==> src/rtl/sclw_pkg.sv <==
// package for the sector cache lru writeback unit
// shared types, constants and controller/datapath command structs; no dependencies
`default_nettype none
package sclw_pkg;
	localparam int ENTRIES = 16;
	localparam int DEVICES = 4;
	localparam int SECTOR_BITS = 32;
	localparam int IDX_W = $clog2(ENTRIES);
	localparam int DEV_W = 2;
	localparam int CNT_W = 33;
	localparam int AGE_W = 32;
	localparam int CFG_IDX_W = 3;
	localparam int CFG_W = 33;

	typedef enum logic [1:0] {
		CMD_READ  = 2'd0,
		CMD_WRITE = 2'd1,
		CMD_FLUSH = 2'd2,
		CMD_CLEAR = 2'd3
	} cmd_t;

	typedef enum logic [1:0] {
		ST_OK     = 2'd0,
		ST_INVAL  = 2'd1,
		ST_WB_ERR = 2'd2,
		ST_RD_ERR = 2'd3
	} status_t;

	localparam logic [CFG_IDX_W-1:0] REG_RO   = 3'd0;
	localparam logic [CFG_IDX_W-1:0] REG_S512 = 3'd1;
	localparam logic [CFG_IDX_W-1:0] REG_CNT0 = 3'd2;
	localparam logic [CFG_IDX_W-1:0] REG_CNT3 = 3'd5;

	typedef enum logic [2:0] {
		S_IDLE,
		S_CHECK,
		S_SCAN,
		S_MISS,
		S_FLUSH,
		S_FLUSH_END,
		S_DONE
	} state_t;

	// controller to datapath
	typedef struct packed {
		logic load;        // capture request
		logic clear;       // wipe all entries
		logic scan_start;  // reset scan pointer and victim
		logic scan_step;   // examine one entry
		logic do_hit;      // update hit entry
		logic do_miss;     // resolve miss
		logic flush_step;  // examine one entry for flush
		logic emit_inval;  // emit invalid result
		logic emit_final;  // emit final ok result (flush end or clear)
	} dp_cmd_t;

	// datapath to controller
	typedef struct packed {
		logic       is_flush;
		logic       is_clear;
		logic       invalid;
		logic       scan_end;
		logic       hit_found;
		logic       flush_stop;
	} dp_stat_t;
endpackage
`default_nettype wire

==> src/rtl/sclw_ctrl.sv <==
// controller state machine of the sector cache unit
// depends on sclw_pkg
`default_nettype none
module sclw_ctrl (
	input  wire logic               clk,
	input  wire logic               arst_n,
	input  wire logic               start,
	output logic                    busy,
	output sclw_pkg::dp_cmd_t       cmd,
	input  wire sclw_pkg::dp_stat_t stat
);
	sclw_pkg::state_t state_q, state_nx;

	// state register
	always_ff @(posedge clk or negedge arst_n) begin
		if (!arst_n) state_q <= sclw_pkg::S_IDLE;
		else state_q <= state_nx;
	end

	// next state
	always_comb begin
		state_nx = state_q;
		case (state_q)
			sclw_pkg::S_IDLE: if (start) state_nx = sclw_pkg::S_CHECK;
			sclw_pkg::S_CHECK: begin
				if (stat.is_clear || stat.invalid) state_nx = sclw_pkg::S_DONE;
				else if (stat.is_flush) state_nx = sclw_pkg::S_FLUSH;
				else state_nx = sclw_pkg::S_SCAN;
			end
			sclw_pkg::S_SCAN: begin
				if (stat.hit_found) state_nx = sclw_pkg::S_DONE;
				else if (stat.scan_end) state_nx = sclw_pkg::S_MISS;
			end
			sclw_pkg::S_MISS: state_nx = sclw_pkg::S_DONE;
			sclw_pkg::S_FLUSH: begin
				if (stat.flush_stop) state_nx = sclw_pkg::S_DONE;
				else if (stat.scan_end) state_nx = sclw_pkg::S_FLUSH_END;
			end
			sclw_pkg::S_FLUSH_END: state_nx = sclw_pkg::S_DONE;
			sclw_pkg::S_DONE: state_nx = sclw_pkg::S_IDLE;
			default: state_nx = sclw_pkg::S_IDLE;
		endcase
	end

	// outputs
	always_comb begin
		cmd = '0;
		busy = (state_q != sclw_pkg::S_IDLE);
		case (state_q)
			sclw_pkg::S_IDLE: begin
				cmd.load = start;
				cmd.scan_start = start;
			end
			sclw_pkg::S_CHECK: begin
				cmd.clear = stat.is_clear;
				cmd.emit_final = stat.is_clear;
				cmd.emit_inval = stat.invalid;
			end
			sclw_pkg::S_SCAN: begin
				cmd.scan_step = 1'b1;
				cmd.do_hit = stat.hit_found;
			end
			sclw_pkg::S_MISS: cmd.do_miss = 1'b1;
			sclw_pkg::S_FLUSH: cmd.flush_step = 1'b1;
			// final flush result is emitted from its own state after the walk
			sclw_pkg::S_FLUSH_END: cmd.emit_final = 1'b1;
			sclw_pkg::S_DONE: ;
			default: ;
		endcase
	end
endmodule
`default_nettype wire

==> config.mk <==
export PLATFORM = sky130hd
export DESIGN_NAME = sclw_ctrl
export DESIGN_NICKNAME = d
export VERILOG_FILES = /design/src/rtl/sclw_pkg.sv /design/src/rtl/sclw_ctrl.sv
export SDC_FILE = /design/constraint.sdc
export NUM_CORES = 1
export LEC_CHECK = 0
export BUFFER_PORTS_ARGS = -buffer_cell sky130_fd_sc_hd__buf_2
export CAP_MARGIN = 20
export CORE_AREA = 2 2 39 41
export DETAILED_ROUTE_END_ITERATION = 10
export DIE_AREA = 0 0 41 43
export PLACE_DENSITY = 0.52
export SLEW_MARGIN = 5
export SYNTH_ARGS = -nofsm -noshare
export SYNTH_HDL_FRONTEND = slang
export SYNTH_SLANG_ARGS = --single-unit
export TNS_END_PERCENT = 30
==> constraint.sdc <==
create_clock -name clk -period 1.2 [get_ports clk]
set_clock_uncertainty 0.05 [all_clocks]
set_input_delay 0.06 -clock clk [delete_from_list [all_inputs] [get_ports clk]]
set_output_delay 0.06 -clock clk [all_outputs]
set_load 0.02 [all_outputs]
Word-level counts from Yosys, hierarchy flattened
Index checks and enable logic that the tools add are counted.
{ "word_totals": {"reg_bits": 3, "inputBits": 9, "elab_cells": 29} }
{ "op_classes": {"n_eq_ne": 8, "n_mux": 15, "reduce_logical": 5} }
{ "ops": {"columns": ["op", "count"], "rows": [
  ["3-bit two-way mux", 7],
  ["3-bit case mux with 5 select lines", 1],
  ["3-bit by 2-bit equality test with 1-bit output, second input constant", 2],
  ["3-bit equality test, second input constant", 2],
  ["3-bit inequality test, second input constant", 2],
  ["1-bit two-way mux", 5],
  ["3-bit by 1-bit equality test with 1-bit output, second input constant", 1],
  ["3-bit logical NOT", 1],
  ["3-bit AND reduction", 1],
  ["3-bit nonzero test", 1],
  ["2-bit two-way mux", 1],
  ["2-bit inequality test, second input constant", 1],
  ["1-bit case mux with 2 select lines", 1],
  ["2-bit OR reduction", 1],
  ["1-bit logical OR", 1]
]} }

Logic depth before layout (Yosys ltp)
{ "depth": {"word_depth": 3, "mapped_depth": 4, "ltp_nobuf": 2} }

Worst setup path after synthesis
OpenSTA, ideal clock, no wires.
{ "synth_timing": {"kind": "reg-to-output", "startpoint": "reg state_q[0]", "endpoint": "out cmd[4] (netlist name)", "arrival_ns": 1.339, "required_ns": 1.090, "slack_ns": -0.249, "stages_incl_launch_ff": 3, "path_buffers": 0, "path_cell_list": "dfrtp_1 nor3b_1 and2_1"} }
{ "synth_lines": {"columns": ["item", "line", "rtl"], "rows": [
  ["start, declared", "sclw_ctrl.sv:12", "sclw_pkg::state_t state_q, state_nx;"],
  ["start signal, assigned", "sclw_ctrl.sv:16", "if (!arst_n) state_q <= sclw_pkg::S_IDLE;"],
  ["start signal, assigned", "sclw_ctrl.sv:17", "else state_q <= state_nx;"],
  ["end, declared", "sclw_ctrl.sv:9", "output sclw_pkg::dp_cmd_t cmd,"]
]} }

Final worst setup path
{ "layout_timing": {"startpoint": "reg state_q[1]", "endpoint": "out busy"} }
{ "layout_between": {"elab_chain_len": 1} }
{ "layout_lines": {"columns": ["item", "line", "rtl"], "rows": [
  ["3-bit nonzero test", "sclw_ctrl.sv:48", "busy = (state_q != sclw_pkg::S_IDLE);"],
  ["end, declared", "sclw_ctrl.sv:8", "output logic busy,"]
]} }
Every way passes these cells.

==> qor.txt <==
status - finished with violations
failing checks - setup timing
CP Cell Sequence - or3_4 > buf_6
dominant synthesized flop cell - dfrtp_1
count of final hold-check violations - 0
Max FO, Critical Path - 6
Setup WS post-layout - -0.111 ns
max-slew violation count - 0
post-route antenna net violation count - 0
pre-CTS WS - -0.0662 ns
Core ar. - 1380 um^2
row count - 14
area of the multi-input gates - 195 um^2
largest net degree at the start of global routing - 12
Mapped Area - 260 um^2
WL/cell - 10.9 um
initial antenna violation count - 0
Congestion Overflow GR - 0
largest stage delay on the critical path - 0.44 ns
cell with the most instances after synthesis - dfrtp_1
Die ar. - 1760 um^2
clock tree sinks - 3
Synth Register Bits - 3
total track usage - 9.74%
sequential share of power - 19.4%
CP top delay family - flip-flops
Post-Route WL - 797 um
vias per inst - 4.53
Syn-to-layout area delta - 108%
post-layout instance count excluding filler cells - 73
Die W - 41 um
register area share after synthesis - 28.8%
register area - 78.8 um^2
Yosys top cell area share - 28.8%
FFs w/ async S/R, synth - 100%
data required time of the worst path - 1.09 ns
Layout Nets - 67
Switching Fraction - 40.1%
Biggest register - state_q
Clock Latency Late Sink - 0.23 ns
setup TNS - -0.756 ns
drt initial violations - 4
Final setup viols - 11
first-pass GRT wire length - 1150 um
Cell Int Power - 0.824 mW
Num CTS Buffers - 3
static leakage - 0.259 nW
CP startpoint kind - flip-flop
fmax - 0.763 GHz
placed cells - 61
Logic pwr share - 67.7%
clk root buf - clkbuf_4
number of enable flip-flop cells after synthesis - 0
clock network fraction of total power - 12.9%
Crit-path slowest cell - dfrtp_2
number of I/O pins - 19
top post-synthesis cells by area - dfrtp_1 29%, and4bb_2 9.6%, buf_4 5.8%, nor3b_1 5.8%, and2_1 4.8%
layout cells sized above 1 - 77.2%
Syn Area/Cell - 9.64 um^2
Sw Pwr - 0.552 mW
Post-Syn Instances - 27
Worst Tran Pin Value - 0.254 ns
H-tree depth - 1
WP buf/inv - 1
largest registers - state_q (3)
unrepaired setup endpoints after global routing - yes
drt first pass iters - 4
dpl hpwl - 537 um
HP Class - in -> reg
Fillers - 152
Synth warnings - 0
post-layout util - 39.2%
CP arrival - 1.20 ns
Slew Limit Headroom - 82.8%
post-synthesis net count - 36
DRC Markers - 0
CP endpoint kind - output port
Ant. Diodes - 0
Final GP Congestion - 0.689
PwrDens - 2540 nW/um^2
Max Cap Viol - 0
Die Height - 43 um
# port buffers - 18
worst-case vdd ir drop - 1.08 mV
Period minus WS final - 1.31 ns
Vias - 331
clock-pin slew on the worst setup and hold paths - 0.03 ns
Starting Density - 18.8%
CTS tree - built
Crit Path Category - reg -> out
Cell variety after synth - 20
Yosys top cell by area - dfrtp_1
Tcrit/Tclk final - 109%
vias in the first global route - 288
max reg flops - 3
Clock Path Buffers - 2
## through the flow
stage | cell area, um^2 | power, mW | hold WS [ns]
floorplan | 267 | 0.677 | -0.286
global placement | 373 | 0.837 | -0.188
detailed placement | 373 | 0.845 | -0.188
CTS | 502 | 1.25 | 0.0362
global route | 542 | 1.47 | 0.0755
finish | 542 | 1.38 | 0.0449
## worst reg2reg max path, cell delays in order (launching register included)
cell and delay (ns):
dfrtp_2 0.44, buf_4 0.17, buf_4 0.15, o32a_2 0.37
## layout make-up
| cell class | count | area share (%) |
|---|---|---|
| timing repair buffer | 29 | 40.2 |
| multi-input combinational | 20 | 36.0 |
| sequential | 3 | 14.5 |
| clock buffer | 4 | 4.85 |
| tap | 16 | 3.70 |
| inverter | 1 | 0.693 |
## logic make-up (layout without fill, tap and decap cells)
family | count (synthesis) | in the layout | share of synthesized area (%)
flops | 3 | 3 | 28.8
simple gates | 16 | 16 | 45.2
buf+inv | 4 | 34 | 11.5
compound gates | 4 | 4 | 14.4
## routing by layer
layer	GRT usage, %	part of all wire [%]	up-vias
li1	-	-	165
met1	12.5	42	154
met2	14.4	51	12
met3	4.71	6.1	0
met4	2.00	0	0
met5	0	0	-
## path summary, 6_finish.rpt
kind,start,end,slack (ns),cells past startpoint
min in group asynchronous,arst_n,state_q[0],0.10,2
hold reg to reg,state_q[0],state_q[0],0.68,2
setup reg to reg,state_q[1],state_q[0],-0.09,3
max in group asynchronous,arst_n,state_q[1],0.87,2
hold / removal,stat[0],state_q[1],0.04,3
setup / recovery,state_q[1],busy,-0.11,2
## what timing repair did
action	4_1_cts	5_1_grt
pin swaps	2	3
gates resized for setup	17	10
setup buffers	4	2
gates cloned	0	0
hold buffers	2	0
endpoints found under the hold margin	4	0
endpoints found under the setup margin	12	13
## power by group through the flow
stage                     clock network, mW  registers (mW)  logic (mW)
after global routing                  0.196           0.280       0.996
after detailed placement                  0           0.269       0.576
after global placement                    0           0.262       0.575
after CTS                             0.185           0.263       0.804
final                                 0.177           0.267       0.932
after floorplan                           0           0.210       0.467
## layout by cell type (no fill, tap or decap), types with 2 or more instances in the layout
cell / netlist / routed
buf_2: 0 / 11
clkbuf_4: 0 / 3
buf_4: 2 / 10
and4bb_2: 2 / 2
dfrtp_2: 0 / 3
buf_6: 1 / 6
nor3b_2: 0 / 2
dlygate4sd3_1: 0 / 2
Power figures use the tool's default switching activity.
